<file path="config.mk">
export PLATFORM = sky130hd
export DESIGN_NAME = sorted_priority_task_queue
export DESIGN_NICKNAME = d
export VERILOG_FILES = /design/src/design/spq_pkg.sv /design/src/design/spq_cell.sv /design/src/design/sorted_priority_task_queue.sv
export SDC_FILE = /design/constraint.sdc
export NUM_CORES = 2
export LEC_CHECK = 0
export BUFFER_PORTS_ARGS = -buffer_cell sky130_fd_sc_hd__buf_4
export CORE_ASPECT_RATIO = 1.2
export CORE_MARGIN = 1.5
export CORE_UTILIZATION = 40
export CTS_CLUSTER_DIAMETER = 60
export DETAILED_ROUTE_END_ITERATION = 10
export SYNTH_ARGS = -nofsm -noshare
export SYNTH_HDL_FRONTEND = slang
export SYNTH_SLANG_ARGS = --single-unit
</file>
<file path="constraint.sdc">
create_clock -name clk_i -period 7.2 [get_ports clk_i]
set_input_delay 1.8 -clock clk_i [delete_from_list [all_inputs] [get_ports clk_i]]
set_output_delay 1.8 -clock clk_i [all_outputs]
set_load 0.02 [all_outputs]
</file>
<file path="src/design/spq_pkg.sv">
package spq_pkg;

  // Fixed field widths
  localparam int unsigned PrioW   = 16;
  localparam int unsigned HandleW = 32;
  localparam int unsigned TidW    = 8;
  localparam int unsigned PosW    = 4;
  localparam int unsigned StW     = 3;
  localparam int unsigned CmdW    = 3;
  localparam int unsigned StsW    = 2;
  localparam int unsigned PaddrW  = 3;

  // Register index taken from paddr[2]
  localparam logic CfgCreatedState = 1'b0;

  typedef enum logic [CmdW-1:0] {
    CMD_ADD       = 3'd0,
    CMD_REMOVE    = 3'd1,
    CMD_ID_AT_POS = 3'd2,
    CMD_GET_STATE = 3'd3,
    CMD_GET_HDL   = 3'd4,
    CMD_SET_STATE = 3'd5
  } cmd_e;

  typedef enum logic [StsW-1:0] {
    STS_OK    = 2'd0,
    STS_FULL  = 2'd1,
    STS_NOID  = 2'd2,
    STS_RANGE = 2'd3
  } status_e;

  typedef struct packed {
    logic [PrioW-1:0]   prio;
    logic [TidW-1:0]    id;
    logic [StW-1:0]     state;
    logic [HandleW-1:0] handle;
  } entry_t;

  typedef struct packed {
    logic load_new;    // take the incoming task
    logic take_left;   // shift up from lower position
    logic take_right;  // close the gap from higher position
    logic set_state;   // overwrite state only
  } cell_ctrl_t;

  typedef struct packed {
    logic id_hit;      // occupied and id matches
    logic prio_le;     // occupied and own prio <= request
  } cell_flags_t;

endpackage

</file>
<file path="src/design/spq_cell.sv">
module spq_cell (
  input  logic                       clk_i,
  input  logic                       occupied_i,
  input  logic [spq_pkg::PrioW-1:0]  req_prio_i,
  input  logic [spq_pkg::TidW-1:0]   req_id_i,
  input  logic [spq_pkg::StW-1:0]    new_state_i,
  input  spq_pkg::cell_ctrl_t        ctrl_i,
  input  spq_pkg::entry_t            new_entry_i,
  input  spq_pkg::entry_t            left_entry_i,
  input  spq_pkg::entry_t            right_entry_i,
  output spq_pkg::entry_t            entry_o,
  output spq_pkg::cell_flags_t       flags_o
);

  spq_pkg::entry_t entry_q, entry_d;

  // local compares
  assign flags_o.id_hit  = occupied_i && (entry_q.id == req_id_i);
  assign flags_o.prio_le = occupied_i && !(req_prio_i < entry_q.prio);

  always_comb begin
    entry_d = entry_q;
    if (ctrl_i.load_new) begin
      entry_d = new_entry_i;
    end else if (ctrl_i.take_left) begin
      entry_d = left_entry_i;
    end else if (ctrl_i.take_right) begin
      entry_d = right_entry_i;
    end else if (ctrl_i.set_state) begin
      entry_d.state = new_state_i;
    end
  end

  always_ff @(posedge clk_i) begin
    entry_q <= entry_d;
  end

  assign entry_o = entry_q;

endmodule

</file>
<file path="src/design/sorted_priority_task_queue.sv">
// Channel   Dir  Beat contents (low bit first)
// s_axis    in   tuser: cmd; tdata: priority_req, entry_handle, task_id,
//                position, new_state, pad
// m_axis    out  tdata: status, out_id, out_state, out_handle, queue_length,
//                is_empty, is_full, pad
// apb       in   reg 0 at 0x0: created_state_code (3 bits)
//
// One command per cycle unless m_axis stalls: every cell compares its own
// entry against the request in parallel and shifts with its neighbor on the same edge.
// The result is registered; it shows in the cycle after the input beat.
// s_axis_tready drops only while a result waits on a stalled m_axis.
// rst_ni is asynchronous; after reset the queue is empty and ids start at 0.
module sorted_priority_task_queue #(
  parameter int unsigned DEPTH      = 16,
  parameter int unsigned ID_MODULUS = 256,
  localparam int unsigned CntW      = $clog2(DEPTH + 1),
  localparam int unsigned OutW      = ((47 + CntW + 7) / 8) * 8
) (
  input  logic                         clk_i,
  input  logic                         rst_ni,
  // stream in
  input  logic                         s_axis_tvalid,
  output logic                         s_axis_tready,
  input  logic [63:0]                  s_axis_tdata,  // prio, handle, id, pos, new_state
  input  logic [spq_pkg::CmdW-1:0]     s_axis_tuser,  // cmd
  // stream out
  output logic                         m_axis_tvalid,
  input  logic                         m_axis_tready,
  output logic [OutW-1:0]              m_axis_tdata,  // status, id, state, handle, len,
                                                      // empty, full
  // config
  input  logic                         psel,
  input  logic                         penable,
  input  logic                         pwrite,
  input  logic [spq_pkg::PaddrW-1:0]   paddr,
  input  logic [31:0]                  pwdata,
  output logic [31:0]                  prdata,
  output logic                         pready
);

  localparam int unsigned IdCntW = $clog2(ID_MODULUS);
  localparam int unsigned IdExtW = (IdCntW > 8) ? IdCntW : 8;

  // ---------------------------------------------------------------- config
  logic [spq_pkg::StW-1:0] created_state_q;

  assign pready = 1'b1;
  assign prdata = (paddr[2] == spq_pkg::CfgCreatedState) ?
                  32'(created_state_q) : 32'd0;

  always_ff @(posedge clk_i or negedge rst_ni) begin
    if (!rst_ni) begin
      created_state_q <= '0;
    end else if (psel && penable && pwrite && pready &&
                 (paddr[2] == spq_pkg::CfgCreatedState)) begin
      created_state_q <= pwdata[spq_pkg::StW-1:0];
    end
  end

  // ---------------------------------------------------------------- input beat
  logic                          accept;
  spq_pkg::cmd_e                 cmd;
  logic [spq_pkg::PrioW-1:0]     req_prio;
  logic [spq_pkg::HandleW-1:0]   req_handle;
  logic [spq_pkg::TidW-1:0]      req_id;
  logic [spq_pkg::PosW-1:0]      req_pos;
  logic [spq_pkg::StW-1:0]       req_state;

  assign cmd        = spq_pkg::cmd_e'(s_axis_tuser);
  assign req_prio   = s_axis_tdata[15:0];
  assign req_handle = s_axis_tdata[47:16];
  assign req_id     = s_axis_tdata[55:48];
  assign req_pos    = s_axis_tdata[59:56];
  assign req_state  = s_axis_tdata[62:60];

  logic m_valid_q;
  assign s_axis_tready = !m_valid_q || m_axis_tready;
  assign accept        = s_axis_tvalid && s_axis_tready;

  // ---------------------------------------------------------------- counters
  logic [CntW-1:0]   occ_q, occ_d;
  logic [IdCntW-1:0] next_id_q;
  logic [IdExtW-1:0] next_id_ext;
  logic [spq_pkg::TidW-1:0] new_id;

  assign next_id_ext = IdExtW'(next_id_q);
  assign new_id      = next_id_ext[7:0];

  // ---------------------------------------------------------------- cell row
  spq_pkg::entry_t      entries  [DEPTH];
  spq_pkg::cell_flags_t flags    [DEPTH];
  spq_pkg::cell_ctrl_t  ctrl     [DEPTH];
  spq_pkg::entry_t      new_entry;
  logic [DEPTH-1:0]     occupied, hit_v, go_v, first_v, tail_v, pos_v;
  logic                 full, found, add_ok, rm_ok, set_go;

  assign new_entry.prio   = req_prio;
  assign new_entry.id     = new_id;
  assign new_entry.state  = created_state_q;
  assign new_entry.handle = req_handle;

  assign full    = (occ_q == CntW'(DEPTH));
  assign found   = |hit_v;
  // lowest matching position, and everything from it upward
  assign first_v = hit_v & (~hit_v + DEPTH'(1));
  assign tail_v  = hit_v | (~hit_v + DEPTH'(1));

  assign add_ok = accept && (cmd == spq_pkg::CMD_ADD) && !full;
  assign rm_ok  = accept && (cmd == spq_pkg::CMD_REMOVE) && found;
  assign set_go = accept && (cmd == spq_pkg::CMD_SET_STATE);

  for (genvar k = 0; k < DEPTH; k++) begin : g_cell
    spq_pkg::entry_t left_e, right_e;
    logic            go_prev;

    assign occupied[k] = (CntW'(k) < occ_q);
    assign hit_v[k]    = flags[k].id_hit;
    // new task lands at or before this slot
    assign go_v[k]     = !flags[k].prio_le;
    assign pos_v[k]    = (32'(k) == 32'(req_pos));

    if (k == 0) begin : g_first
      assign left_e  = new_entry;
      assign go_prev = 1'b0;
    end else begin : g_mid
      assign left_e  = entries[k-1];
      assign go_prev = go_v[k-1];
    end

    if (k == DEPTH - 1) begin : g_last
      assign right_e = entries[k];
    end else begin : g_nlast
      assign right_e = entries[k+1];
    end

    assign ctrl[k].load_new   = add_ok && go_v[k] && !go_prev;
    assign ctrl[k].take_left  = add_ok && go_v[k] && go_prev;
    assign ctrl[k].take_right = rm_ok && tail_v[k];
    assign ctrl[k].set_state  = set_go && hit_v[k];

    spq_cell u_cell (
      .clk_i         (clk_i),
      .occupied_i    (occupied[k]),
      .req_prio_i    (req_prio),
      .req_id_i      (req_id),
      .new_state_i   (req_state),
      .ctrl_i        (ctrl[k]),
      .new_entry_i   (new_entry),
      .left_entry_i  (left_e),
      .right_entry_i (right_e),
      .entry_o       (entries[k]),
      .flags_o       (flags[k])
    );
  end

  // one-hot reads: first id match, and the slot at the requested position
  logic [spq_pkg::StW-1:0]     hit_state;
  logic [spq_pkg::HandleW-1:0] hit_handle;
  logic [spq_pkg::TidW-1:0]    pos_id;

  always_comb begin
    hit_state  = '0;
    hit_handle = '0;
    pos_id     = '0;
    for (int k = 0; k < DEPTH; k++) begin
      hit_state  = hit_state  | (first_v[k] ? entries[k].state  : '0);
      hit_handle = hit_handle | (first_v[k] ? entries[k].handle : '0);
      pos_id     = pos_id     | (pos_v[k]   ? entries[k].id     : '0);
    end
  end

  // ---------------------------------------------------------------- result
  spq_pkg::status_e            sts;
  logic [spq_pkg::TidW-1:0]    o_id;
  logic [spq_pkg::StW-1:0]     o_state;
  logic [spq_pkg::HandleW-1:0] o_handle;

  always_comb begin
    sts      = spq_pkg::STS_OK;
    o_id     = '0;
    o_state  = '0;
    o_handle = '0;
    unique case (cmd) inside
      spq_pkg::CMD_ADD: begin
        if (full) begin
          sts = spq_pkg::STS_FULL;
        end else begin
          o_id = new_id;
        end
      end
      spq_pkg::CMD_REMOVE, spq_pkg::CMD_SET_STATE: begin
        if (!found) sts = spq_pkg::STS_NOID;
      end
      spq_pkg::CMD_ID_AT_POS: begin
        if (32'(req_pos) >= 32'(occ_q)) begin
          sts = spq_pkg::STS_RANGE;
        end else begin
          o_id = pos_id;
        end
      end
      spq_pkg::CMD_GET_STATE: begin
        if (!found) sts = spq_pkg::STS_NOID;
        else        o_state = hit_state;
      end
      spq_pkg::CMD_GET_HDL: begin
        if (!found) sts = spq_pkg::STS_NOID;
        else        o_handle = hit_handle;
      end
      default: ;  // unused codes: no change, status ok
    endcase
  end

  always_comb begin
    occ_d = occ_q;
    if (add_ok)     occ_d = occ_q + CntW'(1);
    else if (rm_ok) occ_d = occ_q - CntW'(1);
  end

  always_ff @(posedge clk_i or negedge rst_ni) begin
    if (!rst_ni) begin
      occ_q     <= '0;
      next_id_q <= '0;
      m_valid_q <= 1'b0;
    end else begin
      occ_q <= occ_d;
      if (add_ok) begin
        next_id_q <= (next_id_q == IdCntW'(ID_MODULUS - 1)) ?
                     '0 : next_id_q + IdCntW'(1);
      end
      if (accept) begin
        m_valid_q <= 1'b1;
      end else if (m_axis_tready) begin
        m_valid_q <= 1'b0;
      end
    end
  end

  logic [OutW-1:0] out_data_q;

  always_ff @(posedge clk_i) begin
    if (accept) begin
      out_data_q <= OutW'({(occ_d == CntW'(DEPTH)), (occ_d == '0), occ_d,
                           o_handle, o_state, o_id, sts});
    end
  end

  assign m_axis_tvalid = m_valid_q;
  assign m_axis_tdata  = out_data_q;

endmodule

</file>
==> run_results.csv <==
group,metric,value,unit
worst_hold_path,min_to,"g_cell[14].u_cell.entry_o[51]",
detailed_routing,viasPerCell,6.148,
cells_and_area,final_layout_size_suffix_gt1_share,9.705,%
global_routing,grt_start_max_net_pins,118,
clock_network,cts_hold_buf,0,
worst_hold_path,hold-path-cell-count,2,
synth,synth_commonest_cells,"996 x edfxtp_1, 802 x mux2i_1, 786 x nand2_1",
synth,synth_seq_cells,1013,
worst_hold_path,min_path_type,"reg2reg",
flow_run,maxCapViolations,0,
global_routing,busiest_layer,"met2",
worst_hold_path,hp-start,"g_cell[15].u_cell.entry_o[51]",
cells_and_area,seq_area,0.03033,mm^2
sta,rsz0062_at_grt,"no",
cells_and_area,fin_area,0.07006,mm^2
power_and_ir_drop,power.density,215.1,mW/mm^2
synth,synth_top_family_by_area,"compound AO/OA/AOI/OAI gates",
detailed_routing,drt_iter0_drc,5905,
critical_path,arrival,5910,ps
critical_path,r2r-start,"occ_q[0]",
placement,placed_cell_area,0.06623,mm^2
power_and_ir_drop,peakVddDrop,0.2097,mV
global_routing,grt_pass1_wl,330.0,mm
sta,fin_crit_sh,74.70,%
global_routing,met3_usage,5.168,%
critical_path,cp_top_family,"simple AND/OR/NAND/NOR gates",
synth,ys_seq_area_share,47.97,%
synth,synth_ff_type,"edfxtp_1",
synth,synth_top_cell_area_share,47.29,%
detailed_routing,vias,50700,
sta,fin_skew,32.01,ps
cells_and_area,final_nets,6401,
critical_path,start_kind,"input pin",
power_and_ir_drop,cellLeakagePower,0.02842,uW
critical_path,cpMaxStageDelayCell,"and4_2",
critical_path,crit_path_frequent_cell,"buf_4",
sta,setup_viol,0,
detailed_routing,routed_wl,224.9,mm
clock_network,clkTransAtPathRegs,60,ps
placement,post-dp-hpwl,144.4,mm
critical_path,crit_type,"in2reg",
clock_network,clock_latency,780,ps
die,die_y,438.6,um
synth,yosysTopAreaCell,"edfxtp_1",
global_routing,grt_overflow,0,
die,die_area,0.1605,mm^2
critical_path,cp-end-kind,"flip-flop",
global_routing,antenna_found_initial,17,
critical_path,crit_buf_inv,3,
outcome,status,"complete, no violations",
sta,setup_slack,1821,ps
detailed_routing,ant_nets,0,
sta,fmax,185.9,MHz
critical_path,max_stage_delay,870,ps
clock_network,postCtsResizedCells,0,
synth,synth_most_common_cell,"edfxtp_1",
sta,slew_viol_final,0,
placement,portBuffers,133,
synth,ys_warn_count,0,
global_routing,gr-usage-all-layers,27.25,%
sta,fin_crit,5379,ps
cells_and_area,n_fill_cell,14910,
placement,place_ws,1216,ps
global_routing,met2_usage,44.12,%
detailed_routing,routedWlPerCell,27.28,um
synth,netlist_area,0.06324,mm^2
synth,synthesis.instances,6170,
critical_path,cp_cell_sequence,"buf_4, xor2_1, nor4_1, nand4_1, buf_4, nand4b_4, nor3_1, and4_2, buf_12, a222oi_1, a31oi_1",
critical_path,worstPathMaxFanout,33,
die,io_pins,200,
critical_path,rr_worst_depth,10,
synth,synth-async-reset-ratio,1.678,%
synth,avgSynthCellArea,10.25,um^2
sta,worstMarginPinSlew,1259,ps
detailed_routing,first_pass_iters,7,
clock_network,htree_levels,3,
clock_network,numCtsBuffers,115,
cells_and_area,multi_input_area,0.03003,mm^2
synth,muxShareOfSynthArea,14.33,%
sta,final-hold-violation-count,0,
die,die_x,366.0,um
clock_network,cts_tree,"yes",
cells_and_area,synthToLayoutAreaGrowth,10.77,%
clock_network,cts_sinks,1013,
power_and_ir_drop,finalPower,15070,uW
clock_network,clockRootBuffer,"clkbuf_16",
synth,synthSimpleGateAreaFrac,10.50,%
sta,setup-tns-final,0,ps
synth,synth_compound_area_share,14.90,%
clock_network,clk_path_buf_depth,3,
critical_path,rrSetupSlack,2120,ps
critical_path,cp-startpoint,"s_axis_tdata[50]",
die,core-area,0.1568,mm^2
critical_path,worstReg2RegEnd,"m_axis_tdata[26]",
detailed_routing,drc_errors,0,
die,start_util,40.34,%
clock_network,post-cts-setup-buffers,0,
synth,synthDistinctLibCells,94,
global_routing,grtUsageMet1,35.40,%
synth,synth_edf_count,996,
critical_path,worstPathRequired,7730,ps
global_routing,grt_pass1_vias,49210,
synth,yosys-top-cells-area,"edfxtp_1 47%, mux2i_1 13%, o21ai_0 5.1%",
synth,synth_fa_ha_area_share,4.926,%
placement,place.gp.congestion,0.9351,
synth,synthXorXnorAreaFrac,1.909,%
sta,slew_headroom,15.83,%
die,rows,159,
==> logic make-up after synthesis <==
| kind of cell | after synthesis |
|---|---|
| buf+inv | 826 |
| flops | 1013 |
| mux | 888 |
| xor+xnor | 137 |
| compound gates | 1564 |
| other cells | 2 |
| simple gates | 1491 |
| fa+ha+maj | 249 |
==> metal layers <==
metal	vias to the layer above	share of wire [%]
li1	22450	-
met1	25090	40
met2	2633	46
met3	513	8.9
met4	12	4.6
met5	-	0.033
==> cell usage in the layout (no fill, tap or decap), drive strengths merged, types with 31 or more instances in the layout <==
master | Yosys | final
edfxtp | 996 | 996
mux2i | 802 | 802
nand2 | 787 | 787
o21ai | 683 | 683
a21oi | 381 | 381
nor2 | 311 | 311
inv | 300 | 306
buf | 157 | 250
ha | 249 | 249
clkbuf | 369 | 133
nand3 | 100 | 100
a21o | 96 | 96
mux2 | 80 | 80
xor2 | 75 | 75
a222oi | 70 | 70
and3 | 66 | 66
xnor2 | 62 | 62
a22o | 59 | 59
clkinv | 0 | 55
nand4 | 42 | 42
a221oi | 41 | 41
a32oi | 39 | 39
o22ai | 38 | 38
conb | 2 | 34
a31oi | 34 | 34
a22oi | 32 | 32
nor3 | 31 | 31
==> state kept, by name, indices dropped and copies added (netlist names) <==
register               count
new_id                     8
m_axis_tdata              52
created_state_q            3
occ_q                      5
m_axis_tvalid              1
g_cell.u_cell.entry_o    944
==> layout make-up <==
cell class	instances	share of cell area (%)
timing repair buffer	250	3.018
sequential	1013	43.30
clock inverter	82	1.220
clock buffer	133	4.204
antenna	12	0.04286
inverter	300	1.613
multi-input combinational	4363	42.86
tap	2093	3.738
==> worst max-delay path by stage <==
stage / to / cells after the start
2_1_floorplan: g_cell[8].u_cell.entry_o[32] / 7
3_3_place_gp: g_cell[2].u_cell.entry_o[38] / 11
3_5_place_dp: g_cell[10].u_cell.entry_o[51] / 10
4_1_cts: g_cell[10].u_cell.entry_o[3] / 10
5_1_grt: g_cell[10].u_cell.entry_o[5] / 11
6_report: m_axis_tdata[26] / 11
==> power breakdown <==
part,internal (uW),total (uW),leakage (uW),switching [uW]
Sequential,6570,6760,0.00929,190
Clock,3440,6100,0.00184,2660
Combinational,775,2200,0.0173,1430
==> per-stage QoR <==
step	utilization, %	hold WS (ps)	std cells
final	44.69	551.2	8246
after global routing	44.67	570.5	8236
after CTS	44.67	554.3	8234
after detailed placement	42.25	537.4	8019
after global placement	42.25	519.2	8019
after floorplan	-	520.8	6202
==> worst min-delay path, delay by kind of cell, from the launching register on <==
family / cells / cell delay [ps]
AOI/OAI and AO/OA: 1 / 60
DFF: 1 / 340
and+or+nand+nor: 1 / 50
(Power assumes the default switching activity.)
